`src/hw/rtl/lrdg_pkg.sv`:
```
// Shared types and constants of the linear resampler with downmix and gain.
`timescale 1ns / 1ps
`default_nettype none
package lrdg_pkg;

    localparam int SAMPLE_W = 16;
    localparam int POS_W    = 21;
    localparam int GAIN_W   = 15;
    localparam int ADDR_W   = 5;
    localparam int DATA_W   = 32;

    localparam logic [POS_W-1:0]  ONE_POS    = 21'd65536;
    localparam logic [POS_W-1:0]  TWO_POS    = 21'd131072;
    localparam logic [POS_W-1:0]  STEP_LIMIT = 21'd1048576;
    localparam logic [GAIN_W-1:0] UNITY_GAIN = 15'd4096;
    localparam logic [GAIN_W-1:0] GAIN_LIMIT = 15'd16384;

    localparam logic [2:0] REG_PHASE_STEP    = 3'd0;
    localparam logic [2:0] REG_START_FRAC    = 3'd1;
    localparam logic [2:0] REG_STEREO_MODE   = 3'd2;
    localparam logic [2:0] REG_VOICE_GAIN    = 3'd3;
    localparam logic [2:0] REG_ACTIVE_VOICES = 3'd4;

    typedef struct packed {
        logic accept;
        logic load_start;
        logic sel_b;
        logic mul;
        logic mix;
        logic gmul;
        logic emit;
        logic wrap;
        logic commit;
        logic div_load;
        logic div_step;
    } t_cmd;

    typedef struct packed {
        logic have_prev;
        logic fin;
        logic in_range;
        logic out_free;
        logic cfg_wr;
        logic div_last;
    } t_status;

endpackage
`default_nettype wire

```
`src/hw/rtl/linear_resampler_downmix_gain_unit.sv`:
```
// Top level of the linear resampler with stereo downmix and voice gain.
//
//  channel  | handshake                 | payload
//  ---------+---------------------------+------------------------------------------
//  input    | i_in_valid / o_in_ready   | i_left_sample, i_right_sample, i_final_frame
//  output   | o_out_valid / i_out_ready | o_out_sample, o_run_end
//  config   | psel/penable/pwrite/pready| paddr, pwdata, prdata
//
//  One shared multiply/interpolate/gain path runs per output word of a frame.
//  A register write holds off frames during its access and the gain division that follows.
//  Reset is synchronous; no clearing pass is needed.
//  A stalled output word holds the sequencer in the emit step of the next word.
`timescale 1ns / 1ps
`default_nettype none
module linear_resampler_downmix_gain_unit #(
    parameter int MAX_UPSAMPLE = 8,
    parameter int MAX_VOICES   = 8
) (
    input  wire logic                                  i_clk,
    input  wire logic                                  i_rst_n,
    input  wire logic                                  psel,
    input  wire logic                                  penable,
    input  wire logic                                  pwrite,
    input  wire logic [lrdg_pkg::ADDR_W-1:0]           paddr,
    input  wire logic [lrdg_pkg::DATA_W-1:0]           pwdata,
    output logic      [lrdg_pkg::DATA_W-1:0]           prdata,
    output logic                                       pready,
    input  wire logic                                  i_in_valid,
    output logic                                       o_in_ready,
    input  wire logic signed [lrdg_pkg::SAMPLE_W-1:0]  i_left_sample,
    input  wire logic signed [lrdg_pkg::SAMPLE_W-1:0]  i_right_sample,
    input  wire logic                                  i_final_frame,
    output logic                                       o_out_valid,
    input  wire logic                                  i_out_ready,
    output logic signed [lrdg_pkg::SAMPLE_W-1:0]       o_out_sample,
    output logic                                       o_run_end
);
    import lrdg_pkg::*;

    t_cmd    cmd;
    t_status status;

    assign pready = 1'b1;

    lrdg_ctrl u_ctrl (
        .i_clk      (i_clk),
        .i_rst_n    (i_rst_n),
        .i_in_valid (i_in_valid),
        .o_in_ready (o_in_ready),
        .i_status   (status),
        .o_cmd      (cmd)
    );

    lrdg_datapath #(
        .MAX_UPSAMPLE (MAX_UPSAMPLE),
        .MAX_VOICES   (MAX_VOICES)
    ) u_datapath (
        .i_clk          (i_clk),
        .i_rst_n        (i_rst_n),
        .i_cmd          (cmd),
        .o_status       (status),
        .psel           (psel),
        .penable        (penable),
        .pwrite         (pwrite),
        .paddr          (paddr),
        .pwdata         (pwdata),
        .prdata         (prdata),
        .i_left_sample  (i_left_sample),
        .i_right_sample (i_right_sample),
        .i_final_frame  (i_final_frame),
        .o_out_valid    (o_out_valid),
        .i_out_ready    (i_out_ready),
        .o_out_sample   (o_out_sample),
        .o_run_end      (o_run_end)
    );

endmodule
`default_nettype wire

```
`src/hw/rtl/lrdg_datapath.sv`:
```
// Datapath: register file, gain divider, phase state, interpolation and gain.
`timescale 1ns / 1ps
`default_nettype none
module lrdg_datapath #(
    parameter int MAX_UPSAMPLE = 8,
    parameter int MAX_VOICES   = 8
) (
    input  wire logic                           i_clk,
    input  wire logic                           i_rst_n,
    input  wire lrdg_pkg::t_cmd                 i_cmd,
    output lrdg_pkg::t_status                   o_status,
    input  wire logic                           psel,
    input  wire logic                           penable,
    input  wire logic                           pwrite,
    input  wire logic [lrdg_pkg::ADDR_W-1:0]    paddr,
    input  wire logic [lrdg_pkg::DATA_W-1:0]    pwdata,
    output logic      [lrdg_pkg::DATA_W-1:0]    prdata,
    input  wire logic signed [lrdg_pkg::SAMPLE_W-1:0] i_left_sample,
    input  wire logic signed [lrdg_pkg::SAMPLE_W-1:0] i_right_sample,
    input  wire logic                           i_final_frame,
    output logic                                o_out_valid,
    input  wire logic                           i_out_ready,
    output logic signed [lrdg_pkg::SAMPLE_W-1:0] o_out_sample,
    output logic                                o_run_end
);
    import lrdg_pkg::*;

    localparam int KW       = $clog2(MAX_UPSAMPLE + 1);
    localparam int VW       = $clog2(MAX_VOICES + 1);
    localparam int STEP_MIN = (65536 + MAX_UPSAMPLE - 1) / MAX_UPSAMPLE;

    logic [POS_W-1:0]    r_phase_step;
    logic [15:0]         r_start_frac;
    logic                r_stereo;
    logic [GAIN_W-1:0]   r_voice_gain;
    logic [3:0]          r_active_voices;
    logic [GAIN_W-1:0]   r_eff_gain;

    logic [GAIN_W-1:0]   r_div_q;
    logic [VW-1:0]       r_div_rem;
    logic [3:0]          r_div_cnt;

    logic signed [SAMPLE_W-1:0] r_cur;
    logic                       r_fin;
    logic signed [SAMPLE_W-1:0] r_prev;
    logic                       r_have_prev;
    logic [POS_W-1:0]           r_pos;
    logic [KW-1:0]              r_k;

    logic signed [33:0]         r_mul;
    logic signed [SAMPLE_W-1:0] r_interp;
    logic signed [31:0]         r_gmul;

    logic                       r_out_valid;
    logic signed [SAMPLE_W-1:0] r_out_sample;
    logic                       r_run_end;

    logic                       wr;
    logic [2:0]                 idx;
    logic [VW-1:0]              voices;
    logic [GAIN_W-1:0]          gain_lim;
    logic [VW:0]                trial;
    logic                       ge;
    logic [VW-1:0]              rem_next;
    logic [GAIN_W-1:0]          q_next;
    logic [POS_W-1:0]           step_used;
    logic [POS_W-1:0]           next_pos;
    logic                       more;
    logic                       b_follows;
    logic                       run_end_val;
    logic signed [SAMPLE_W:0]   lr_sum;
    logic signed [SAMPLE_W:0]   lr_half;
    logic signed [SAMPLE_W-1:0] mixed;
    logic signed [SAMPLE_W-1:0] s1;
    logic signed [SAMPLE_W:0]   diff;
    logic signed [33:0]         num;
    logic signed [33:0]         num_q;
    logic signed [31:0]         g_q;
    logic signed [SAMPLE_W-1:0] g_sat;
    logic signed [SAMPLE_W-1:0] out_val;
    logic                       out_free;

    assign wr  = psel & penable & pwrite;
    assign idx = paddr[4:2];

    always_comb begin
        case (idx)
            REG_PHASE_STEP:    prdata = {{(DATA_W-POS_W){1'b0}}, r_phase_step};
            REG_START_FRAC:    prdata = {16'b0, r_start_frac};
            REG_STEREO_MODE:   prdata = {31'b0, r_stereo};
            REG_VOICE_GAIN:    prdata = {{(DATA_W-GAIN_W){1'b0}}, r_voice_gain};
            REG_ACTIVE_VOICES: prdata = {28'b0, r_active_voices};
            default:           prdata = '0;
        endcase
    end

    always_comb begin
        if (r_active_voices == 4'd0) begin
            voices = VW'(1);
        end else if (32'(r_active_voices) > MAX_VOICES) begin
            voices = VW'(MAX_VOICES);
        end else begin
            voices = VW'(r_active_voices);
        end
        gain_lim = (r_voice_gain > GAIN_LIMIT) ? GAIN_LIMIT : r_voice_gain;
    end

    assign trial    = {r_div_rem, r_div_q[GAIN_W-1]};
    assign ge       = trial >= {1'b0, voices};
    assign rem_next = ge ? VW'(trial - {1'b0, voices}) : trial[VW-1:0];
    assign q_next   = {r_div_q[GAIN_W-2:0], ge};

    always_comb begin
        if (r_phase_step < POS_W'(STEP_MIN)) begin
            step_used = POS_W'(STEP_MIN);
        end else if (r_phase_step > STEP_LIMIT) begin
            step_used = STEP_LIMIT;
        end else begin
            step_used = r_phase_step;
        end
    end

    assign next_pos    = r_pos + step_used;
    assign more        = (next_pos < ONE_POS) && (r_k != KW'(MAX_UPSAMPLE - 1));
    assign b_follows   = r_fin && (next_pos >= ONE_POS) && (next_pos < TWO_POS);
    assign run_end_val = i_cmd.sel_b ? !more : (!more && !b_follows);

    assign lr_sum  = {i_left_sample[SAMPLE_W-1], i_left_sample}
                   + {i_right_sample[SAMPLE_W-1], i_right_sample};
    assign lr_half = (lr_sum + {{SAMPLE_W{1'b0}}, lr_sum[SAMPLE_W]}) >>> 1;
    assign mixed   = r_stereo ? lr_half[SAMPLE_W-1:0] : i_left_sample;

    assign s1   = i_cmd.sel_b ? r_cur : r_prev;
    assign diff = {r_cur[SAMPLE_W-1], r_cur} - {s1[SAMPLE_W-1], s1};

    always_comb begin
        num   = {{2{s1[SAMPLE_W-1]}}, s1, 16'b0} + r_mul;
        num_q = num >>> 16;
        if (num[33] && (num[15:0] != 16'b0)) begin
            num_q = num_q + 34'sd1;
        end
    end

    always_comb begin
        g_q = r_gmul >>> 12;
        if (r_gmul[31] && (r_gmul[11:0] != 12'b0)) begin
            g_q = g_q + 32'sd1;
        end
        if (g_q > 32'sd32767) begin
            g_sat = 16'sh7FFF;
        end else if (g_q < -32'sd32768) begin
            g_sat = -16'sh8000;
        end else begin
            g_sat = g_q[SAMPLE_W-1:0];
        end
        out_val = (r_eff_gain == UNITY_GAIN) ? r_interp : g_sat;
    end

    assign out_free = !r_out_valid || i_out_ready;

    always_ff @(posedge i_clk) begin
        if (!i_rst_n) begin
            r_phase_step    <= 21'd65536;
            r_start_frac    <= '0;
            r_stereo        <= 1'b0;
            r_voice_gain    <= UNITY_GAIN;
            r_active_voices <= 4'd1;
            r_eff_gain      <= UNITY_GAIN;
            r_div_cnt       <= '0;
            r_prev          <= '0;
            r_have_prev     <= 1'b0;
            r_pos           <= '0;
            r_k             <= '0;
            r_fin           <= 1'b0;
            r_out_valid     <= 1'b0;
        end else begin
            if (wr) begin
                case (idx)
                    REG_PHASE_STEP:    r_phase_step    <= pwdata[POS_W-1:0];
                    REG_START_FRAC:    r_start_frac    <= pwdata[15:0];
                    REG_STEREO_MODE:   r_stereo        <= pwdata[0];
                    REG_VOICE_GAIN:    r_voice_gain    <= pwdata[GAIN_W-1:0];
                    REG_ACTIVE_VOICES: r_active_voices <= pwdata[3:0];
                    default: ;
                endcase
            end
            if (i_cmd.div_load) begin
                r_div_cnt <= '0;
            end else if (i_cmd.div_step) begin
                r_div_cnt <= r_div_cnt + 4'd1;
                if (r_div_cnt == 4'(GAIN_W - 1)) begin
                    r_eff_gain <= q_next;
                end
            end
            if (i_cmd.accept) begin
                r_fin <= i_final_frame;
                r_k   <= '0;
            end
            if (i_cmd.load_start) begin
                r_pos <= {{(POS_W-16){1'b0}}, r_start_frac};
                r_k   <= '0;
            end
            if (i_cmd.wrap) begin
                r_pos <= r_pos - ONE_POS;
                r_k   <= '0;
            end
            if (i_cmd.emit) begin
                r_pos <= next_pos;
                r_k   <= r_k + KW'(1);
            end
            if (i_cmd.commit) begin
                if (r_fin) begin
                    r_have_prev <= 1'b0;
                    r_prev      <= '0;
                    r_pos       <= '0;
                end else begin
                    r_have_prev <= 1'b1;
                    r_prev      <= r_cur;
                end
            end
            if (i_cmd.emit) begin
                r_out_valid <= 1'b1;
            end else if (i_out_ready) begin
                r_out_valid <= 1'b0;
            end
        end
    end

    always_ff @(posedge i_clk) begin
        if (i_cmd.div_load) begin
            r_div_q   <= gain_lim;
            r_div_rem <= '0;
        end else if (i_cmd.div_step) begin
            r_div_q   <= q_next;
            r_div_rem <= rem_next;
        end
        if (i_cmd.accept) begin
            r_cur <= mixed;
        end
        if (i_cmd.mul) begin
            r_mul <= diff * $signed({1'b0, r_pos[15:0]});
        end
        if (i_cmd.mix) begin
            r_interp <= num_q[SAMPLE_W-1:0];
        end
        if (i_cmd.gmul) begin
            r_gmul <= r_interp * $signed({1'b0, r_eff_gain});
        end
        if (i_cmd.emit) begin
            r_out_sample <= out_val;
            r_run_end    <= run_end_val;
        end
    end

    assign o_status.have_prev = r_have_prev;
    assign o_status.fin       = r_fin;
    assign o_status.in_range  = (r_pos < ONE_POS) && (r_k < KW'(MAX_UPSAMPLE));
    assign o_status.out_free  = out_free;
    assign o_status.cfg_wr    = wr;
    assign o_status.div_last  = r_div_cnt == 4'(GAIN_W - 1);

    assign o_out_valid  = r_out_valid;
    assign o_out_sample = r_out_sample;
    assign o_run_end    = r_run_end;

endmodule
`default_nettype wire

```
`src/hw/rtl/lrdg_ctrl.sv`:
```
// Controller: sequences frame intake, interpolation intervals and gain division.
`timescale 1ns / 1ps
`default_nettype none
module lrdg_ctrl (
    input  wire logic               i_clk,
    input  wire logic               i_rst_n,
    input  wire logic               i_in_valid,
    output logic                    o_in_ready,
    input  wire lrdg_pkg::t_status  i_status,
    output lrdg_pkg::t_cmd          o_cmd
);
    import lrdg_pkg::*;

    localparam logic [3:0] S_IDLE  = 4'd0;
    localparam logic [3:0] S_START = 4'd1;
    localparam logic [3:0] S_TEST  = 4'd2;
    localparam logic [3:0] S_MUL   = 4'd3;
    localparam logic [3:0] S_MIX   = 4'd4;
    localparam logic [3:0] S_GMUL  = 4'd5;
    localparam logic [3:0] S_EMIT  = 4'd6;
    localparam logic [3:0] S_FIN   = 4'd7;
    localparam logic [3:0] S_DLOAD = 4'd8;
    localparam logic [3:0] S_DRUN  = 4'd9;

    logic [3:0] r_state;
    logic [3:0] n_state;
    logic       r_in_b;
    logic       n_in_b;
    logic       ready;

    assign ready      = (r_state == S_IDLE) && !i_status.cfg_wr;
    assign o_in_ready = ready;

    always_comb begin
        n_state = r_state;
        n_in_b  = r_in_b;
        o_cmd   = '0;
        o_cmd.sel_b = r_in_b;
        case (r_state)
            S_IDLE: begin
                if (i_status.cfg_wr) begin
                    n_state = S_DLOAD;
                end else if (i_in_valid) begin
                    o_cmd.accept = 1'b1;
                    n_state      = S_START;
                end
            end
            S_START: begin
                if (i_status.have_prev) begin
                    n_in_b  = 1'b0;
                    n_state = S_TEST;
                end else begin
                    o_cmd.load_start = 1'b1;
                    if (i_status.fin) begin
                        n_in_b  = 1'b1;
                        n_state = S_TEST;
                    end else begin
                        o_cmd.commit = 1'b1;
                        n_state      = S_IDLE;
                    end
                end
            end
            S_TEST: begin
                if (i_status.in_range) begin
                    n_state = S_MUL;
                end else if (!r_in_b) begin
                    o_cmd.wrap = 1'b1;
                    n_state    = S_FIN;
                end else begin
                    o_cmd.commit = 1'b1;
                    n_state      = S_IDLE;
                end
            end
            S_MUL: begin
                o_cmd.mul = 1'b1;
                n_state   = S_MIX;
            end
            S_MIX: begin
                o_cmd.mix = 1'b1;
                n_state   = S_GMUL;
            end
            S_GMUL: begin
                o_cmd.gmul = 1'b1;
                n_state    = S_EMIT;
            end
            S_EMIT: begin
                if (i_status.out_free) begin
                    o_cmd.emit = 1'b1;
                    n_state    = S_TEST;
                end
            end
            S_FIN: begin
                if (i_status.fin) begin
                    n_in_b  = 1'b1;
                    n_state = S_TEST;
                end else begin
                    o_cmd.commit = 1'b1;
                    n_state      = S_IDLE;
                end
            end
            S_DLOAD: begin
                o_cmd.div_load = 1'b1;
                if (!i_status.cfg_wr) begin
                    n_state = S_DRUN;
                end
            end
            S_DRUN: begin
                if (i_status.cfg_wr) begin
                    n_state = S_DLOAD;
                end else begin
                    o_cmd.div_step = 1'b1;
                    if (i_status.div_last) begin
                        n_state = S_IDLE;
                    end
                end
            end
            default: begin
                n_state = S_IDLE;
            end
        endcase
    end

    always_ff @(posedge i_clk) begin
        if (!i_rst_n) begin
            r_state <= S_IDLE;
            r_in_b  <= 1'b0;
        end else begin
            r_state <= n_state;
            r_in_b  <= n_in_b;
        end
    end

endmodule
`default_nettype wire

```
`config.mk`:
```
export PLATFORM = sky130hd
export DESIGN_NAME = linear_resampler_downmix_gain_unit
export DESIGN_NICKNAME = d
export VERILOG_FILES = /design/src/hw/rtl/lrdg_pkg.sv /design/src/hw/rtl/linear_resampler_downmix_gain_unit.sv /design/src/hw/rtl/lrdg_datapath.sv /design/src/hw/rtl/lrdg_ctrl.sv
export SDC_FILE = /design/constraint.sdc
export NUM_CORES = 2
export LEC_CHECK = 0
export ABC_CLOCK_PERIOD_IN_PS = 25700
export BUFFER_PORTS_ARGS = -buffer_cell sky130_fd_sc_hd__buf_2
export CAP_MARGIN = 15
export CORE_MARGIN = 4
export CORE_UTILIZATION = 25
export DETAILED_ROUTE_END_ITERATION = 16
export GPL_ROUTABILITY_DRIVEN = 0
export PLACE_DENSITY = 0.45
export SLEW_MARGIN = 15
export SYNTH_ARGS = -nofsm -noshare
export SYNTH_HDL_FRONTEND = slang
export SYNTH_SLANG_ARGS = --single-unit
```
`constraint.sdc`:
```
create_clock -name i_clk -period 25.7 [get_ports i_clk]
set_input_delay 1.285 -clock i_clk [delete_from_list [all_inputs] [get_ports i_clk]]
set_output_delay 1.285 -clock i_clk [all_outputs]
set_load 0.05 [all_outputs]
```
### Word-level counts from Yosys, hierarchy flattened

Cells that the tools add are included.

* add/sub/neg operators: 11
* multiply operators: 2
* divide/modulo/power cells: 0
* $lt $le $gt $ge: 12
* equality and inequality tests: 20
* shift-type cells: 0
* mux-type cells: 63
* bitwise logic cells: 4
* reduce and logical (&&, ||, !) cells: 30

Operators with widths (count)
* 21-bit 2-to-1 mux: 7
* 16-bit 2-to-1 mux: 7
* 21-bit case mux with 5 select lines: 1
* 4-bit 2-to-1 mux: 14
* 15-bit 2-to-1 mux: 3
* 21-bit by 17-bit less-than comparator with 1-bit output (second input constant): 2
* 4-bit case mux with 10 select lines: 1
* 34-bit adder: 1
* 17-bit by 17-bit multiplier with 34-bit output: 1
* 32-bit by 16-bit greater-than comparator with 1-bit output (second input constant): 1
* 32-bit by 16-bit less-than comparator with 1-bit output (second input constant): 1
* 16-bit by 16-bit multiplier with 32-bit output: 1
* 32-bit 2-to-1 mux: 1
* 1-bit 2-to-1 mux: 23
* 20-bit by 2-bit adder with 21-bit output (second input constant): 1
* 21-bit adder: 1
* 21-bit by 17-bit >= comparator with 1-bit output (second input constant): 1
* 21-bit greater-than comparator (second input constant): 1
* 21-bit by 14-bit less-than comparator with 1-bit output (second input constant): 1
* 21-bit by 18-bit less-than comparator with 1-bit output (second input constant): 1
* 21-bit by 17-bit subtractor with 21-bit output (second input constant): 1
* 16-bit by 16-bit adder with 17-bit output: 1
* 17-bit by 1-bit adder with 17-bit output: 1
* 16-bit by 16-bit subtractor with 17-bit output: 1
* 38 further kinds: 68

* register bits: 259
* bits in latches: 0
* bits in writable memories: 0
* ROM bits: 0
* input bits: 77
* output and inout port bits: 52
* logic and storage cells: 165
* memories: 0

### Longest topological paths before layout

* depth in word-level cells: 10
* depth in mapped cells: 36
* mapped depth without buffers: 34

### Hierarchy

From an unflattened synthesis, not the netlist that was laid out.

* cell total of the unflattened synthesis: 3982
* area total of the unflattened synthesis: 35846.9 µm²

Modules (own cells, without submodules)
* lrdg_datapath: times used 1, cells each 3913, area each 35371.4 µm², seq. area each 6386.1 µm²
* lrdg_ctrl: times used 1, cells each 67, area each 464.2 µm², seq. area each 100.1 µm²
* linear_resampler_downmix_gain_unit: times used 1, cells each 2, area each 11.3 µm², seq. area each 0.0 µm²

### Worst setup path after synthesis

Ideal clock, no wire load.

* kind: register -> register
* from: register u_ctrl.r_in_b
* to: register u_datapath.r_mul[31], data pin
* arrival time: 8566 ps
* data required time: 25436 ps
* setup slack: 16870 ps
* cell stages (with the launch flop): 33
* buffers on the path: 2
* period minus slack after synthesis: 8830 ps
* path through: dfxtp_1 > buf_1 > mux2_2 > ha_1 > fa_1 > nor2b_1 > o21ai_0 > a21boi_0 > o211ai_1 > a311oi_1 > nor3_1 > nor2_1 > clkbuf_1 > nand2_1 > fa_1 > fa_1 > fa_1 > inv_1 > fa_1 > fa_1 > inv_1 > fa_1 > inv_1 > ha_1 > a211o_1 > a21o_1 > a21o_1 > or3_1 > a41oi_1 > o41ai_2 > and2_1 > a221oi_1 > xnor2_1

* word-level cells in the longest chain between the ends: 3

RTL lines
* start: declaration: RTL line lrdg_ctrl.sv:27 `logic r_in_b;`
* start signal: assignment: RTL line lrdg_ctrl.sv:129 `r_in_b <= n_in_b;`
* 16-bit 2-to-1 mux: RTL line lrdg_datapath.sv:133 `assign s1 = i_cmd.sel_b ? r_cur : r_prev;`
* 16-bit by 16-bit subtractor with 17-bit output: RTL line lrdg_datapath.sv:134 `assign diff = {r_cur[SAMPLE_W-1], r_cur} - {s1[SAMPLE_W-1], s1};`
* 17-bit by 17-bit multiplier with 34-bit output: RTL line lrdg_datapath.sv:241 `r_mul <= diff * $signed({1'b0, r_pos[15:0]});`
* end signal: assignment: RTL line lrdg_datapath.sv:241
* end: declaration: RTL line lrdg_datapath.sv:50 `logic signed [33:0] r_mul;`

No other way between the ends.
A chain may end at the register's enable or synchronous reset.

### Worst setup path after layout

* from: register u_ctrl.r_in_b
* to: register u_datapath.r_mul[33], data pin

Same word-level chain as after synthesis.

==> flow_summary.ini <==
[synth]
ys.flop_type = edfxtp_1
ys_seq_area_share_pct = 18.5
synth_most_common_cell = inv_1
synth_area_um2 = 35000
synth_cells = 3863
synth_area_leaders = fa_1 30%, edfxtp_1 11%, ha_1 9.0%
yosys-top-cells-count = 681 x inv_1, 523 x fa_1, 520 x nand2_1, 252 x ha_1, 250 x and2_1
synth.ff_latch_count = 259
yosysTopAreaCellShare_pct = 29.9
avgSynthCellArea_um2 = 9.07
synth_top_area_cell = fa_1
synth_edf_count = 130
yosysWarnings = 0
async_flop_share_pct = 0
post_synth_num_cell_types = 85

[sta]
rsz0062_at_grt = false
finalClockSkew_ns = 0.0445
tightest_slew_ns = 1.16
setup-violations-final = 0
slew-limit-headroom_pct = 22.7
slew_violations = 0
finalCritPeriodShare_pct = 37.7
fin_tns_setup_ns = 0
finalHoldViolations = 0
fmax_ghz = 0.103
final.setup.worst_slack_ns = 16.02
fin_crit_ns = 9.68

[floorplanning]
num_rows = 137
design.die.area_um2 = 146000
initial_core_util_pct = 25.1
fp.dieW_um = 382
chipHeight_um = 382
core_um2 = 139000
ios = 129

[clock_network]
clockBufferDepth = 3
numCtsBuffers = 34
clkSinkCount = 259
htreeDepth = 2
cts_tree = built
postCtsSetupBuffers = 0
clk_latency_ns = 0.59
hold_buffers = 0
cts-resized-gates = 0
cts-root-buf = clkbuf_16
cts.clk_slew.worst_paths_ns = 0.05

[global_routing]
grt_pass1_wl_um = 154000
grt_pass1_vias = 27300
grt_max_degree = 84
antenna_found_initial = 3
grt_overflow = 0
track_usage_pct = 13.3

[routing]
firstDrtPassIters = 5
wl_per_cell_um = 16.6
highest_layer = met4
drtIter0Drc = 1228
dr_wl_met3_um = 4640
wl_um = 96500
vias_per_cell = 4.44
via_count = 25800
drc = 0
wl_met1_um = 45200
antenna_left = 0
dr_wl_met2_um = 44600

[worst_setup_path]
start_kind = flip-flop
r2r_cells = 33
startpoint = u_ctrl.r_in_b$_SDFFE_PN0P_
path_class = flip-flop to flip-flop
arrival_ns = 10.00
required_ns = 26.01
reg2reg_from = u_ctrl.r_in_b$_SDFFE_PN0P_
worstSetupEndpointType = flip-flop
critPathTopFamily = adder cells
cp.depth = 33
cp_max_fo = 21
critPathMaxStageDelay_ns = 0.77
crit_top_cell = fa_1
critPathSlowestCell = fa_1
crit_buf_inv = 5

[job]
drv_cap = 0

[final_layout]
fillers = 15000
fin_nets = 4746
finalInstanceArea_um2 = 38800
drive_above_1_share_pct = 6.25
syn2layout_area_growth_pct = 10.9

[power]
p_leak_nw = 17.4
total_power_w = 0.00148
peakVddDrop_uv = 41.0
powerDensity_nw_per_um2 = 38.0

[placed_design]
numPortBuffers = 103
hpwl_um = 76400
dpl_cell_area_um2 = 37600
dp_slack_ns = 15.98

[min_path]
min_from = u_datapath.r_prev[15]$_SDFFE_PN0P_
min_path_type = flip-flop to flip-flop
hold_path_depth = 2

[run_status]
status = finished, final reports clean
[logic make-up after synthesis]
group | synth area share, %
and+or+nand+nor | 16.8
buffers and inverters | 9.23
adders and majority gates | 38.9
AOI/OAI and AO/OA | 9.94
DFF | 18.5
xor gates and xnor gates | 4.53
muxes | 2.06
other | 0.0214
[cell usage in the layout, fill, tap and decap left out, types with 34 or more instances in the layout]
cell       netlist  routed
inv_1          681     681
fa_1           523     523
nand2_1        520     520
ha_1           252     252
and2_1         250     250
nor2_1         155     153
edfxtp_1       130     130
dfxtp_1        129     129
a21oi_1        124     124
xnor2_1        119     118
buf_2            4     103
a21boi_0        82      82
o21ai_0         74      73
xor2_1          62      61
nor2b_1         57      57
mux2i_1         57      57
nand3_1         53      53
buf_4           12      47
nor3_1          37      36
clkbuf_16        0      34
[worst reg2reg max path, delay by kind of cell (launching register included)]
kind | cells | cell delay, ns
buf+inv | 5 | 0.72
xor+xnor | 3 | 0.93
mux | 1 | 0.46
compound gates | 13 | 2.69
fa+ha+maj | 8 | 3.99
flops | 1 | 0.30
simple gates | 3 | 0.34
[path summary, 6_finish.rpt]
path | endpoint | slack [ns]
worst min register to register | u_datapath.r_prev[15]$_SDFFE_PN0P_ | 0.46
worst min-delay path | u_datapath.r_prev[15]$_SDFFE_PN0P_ | 0.46
worst max register to register | u_datapath.r_mul[33]$_DFFE_PP_ | 16.02
worst max-delay path | u_datapath.r_mul[33]$_DFFE_PP_ | 16.02
[final cells by class]
cell class,instances,area [um2],area share [%]
clock inverter,16,251,0.648
timing repair buffer,150,868,2.24
tap,1876,2350,6.04
multi-input combinational,2767,25400,65.4
antenna,2,5.00,0.0129
clock buffer,46,936,2.41
sequential,259,6490,16.7
inverter,682,2560,6.59
[power breakdown]
| part | internal [W] | switching [W] | leakage (nW) | total [W] |
|---|---|---|---|---|
| Combinational | 0.000139 | 0.000341 | 14.5 | 0.000480 |
| Sequential | 0.000459 | 0.0000202 | 2.27 | 0.000479 |
| Clock | 0.000310 | 0.000208 | 0.570 | 0.000518 |
| Total | 0.000908 | 0.000569 | 17.4 | 0.00148 |
[per-layer routing]
metal,GRT usage [%],up-vias
met5,0,-
met4,2.89,0
met3,1.82,114
met2,22.1,473
met1,18.5,12900
li1,-,12300
[metrics by stage]
step                util, %  hold slack [ns]  cells
global placement       27.0            0.447   5734
CTS                    27.9            0.461   5796
global route           27.9            0.481   5796
finish                 27.9            0.458   5798
detailed placement     27.0            0.454   5734
floorplan                 -            0.438   3873
[sequential cells by signal, summed over array words and instances, names as in the netlist, 21 cells and up]
name                     flops
u_datapath.r_phase_step     21
u_datapath.r_gmul           32
u_datapath.r_pos            21
u_datapath.r_mul            34
Power figures use the tool's default switching activity.
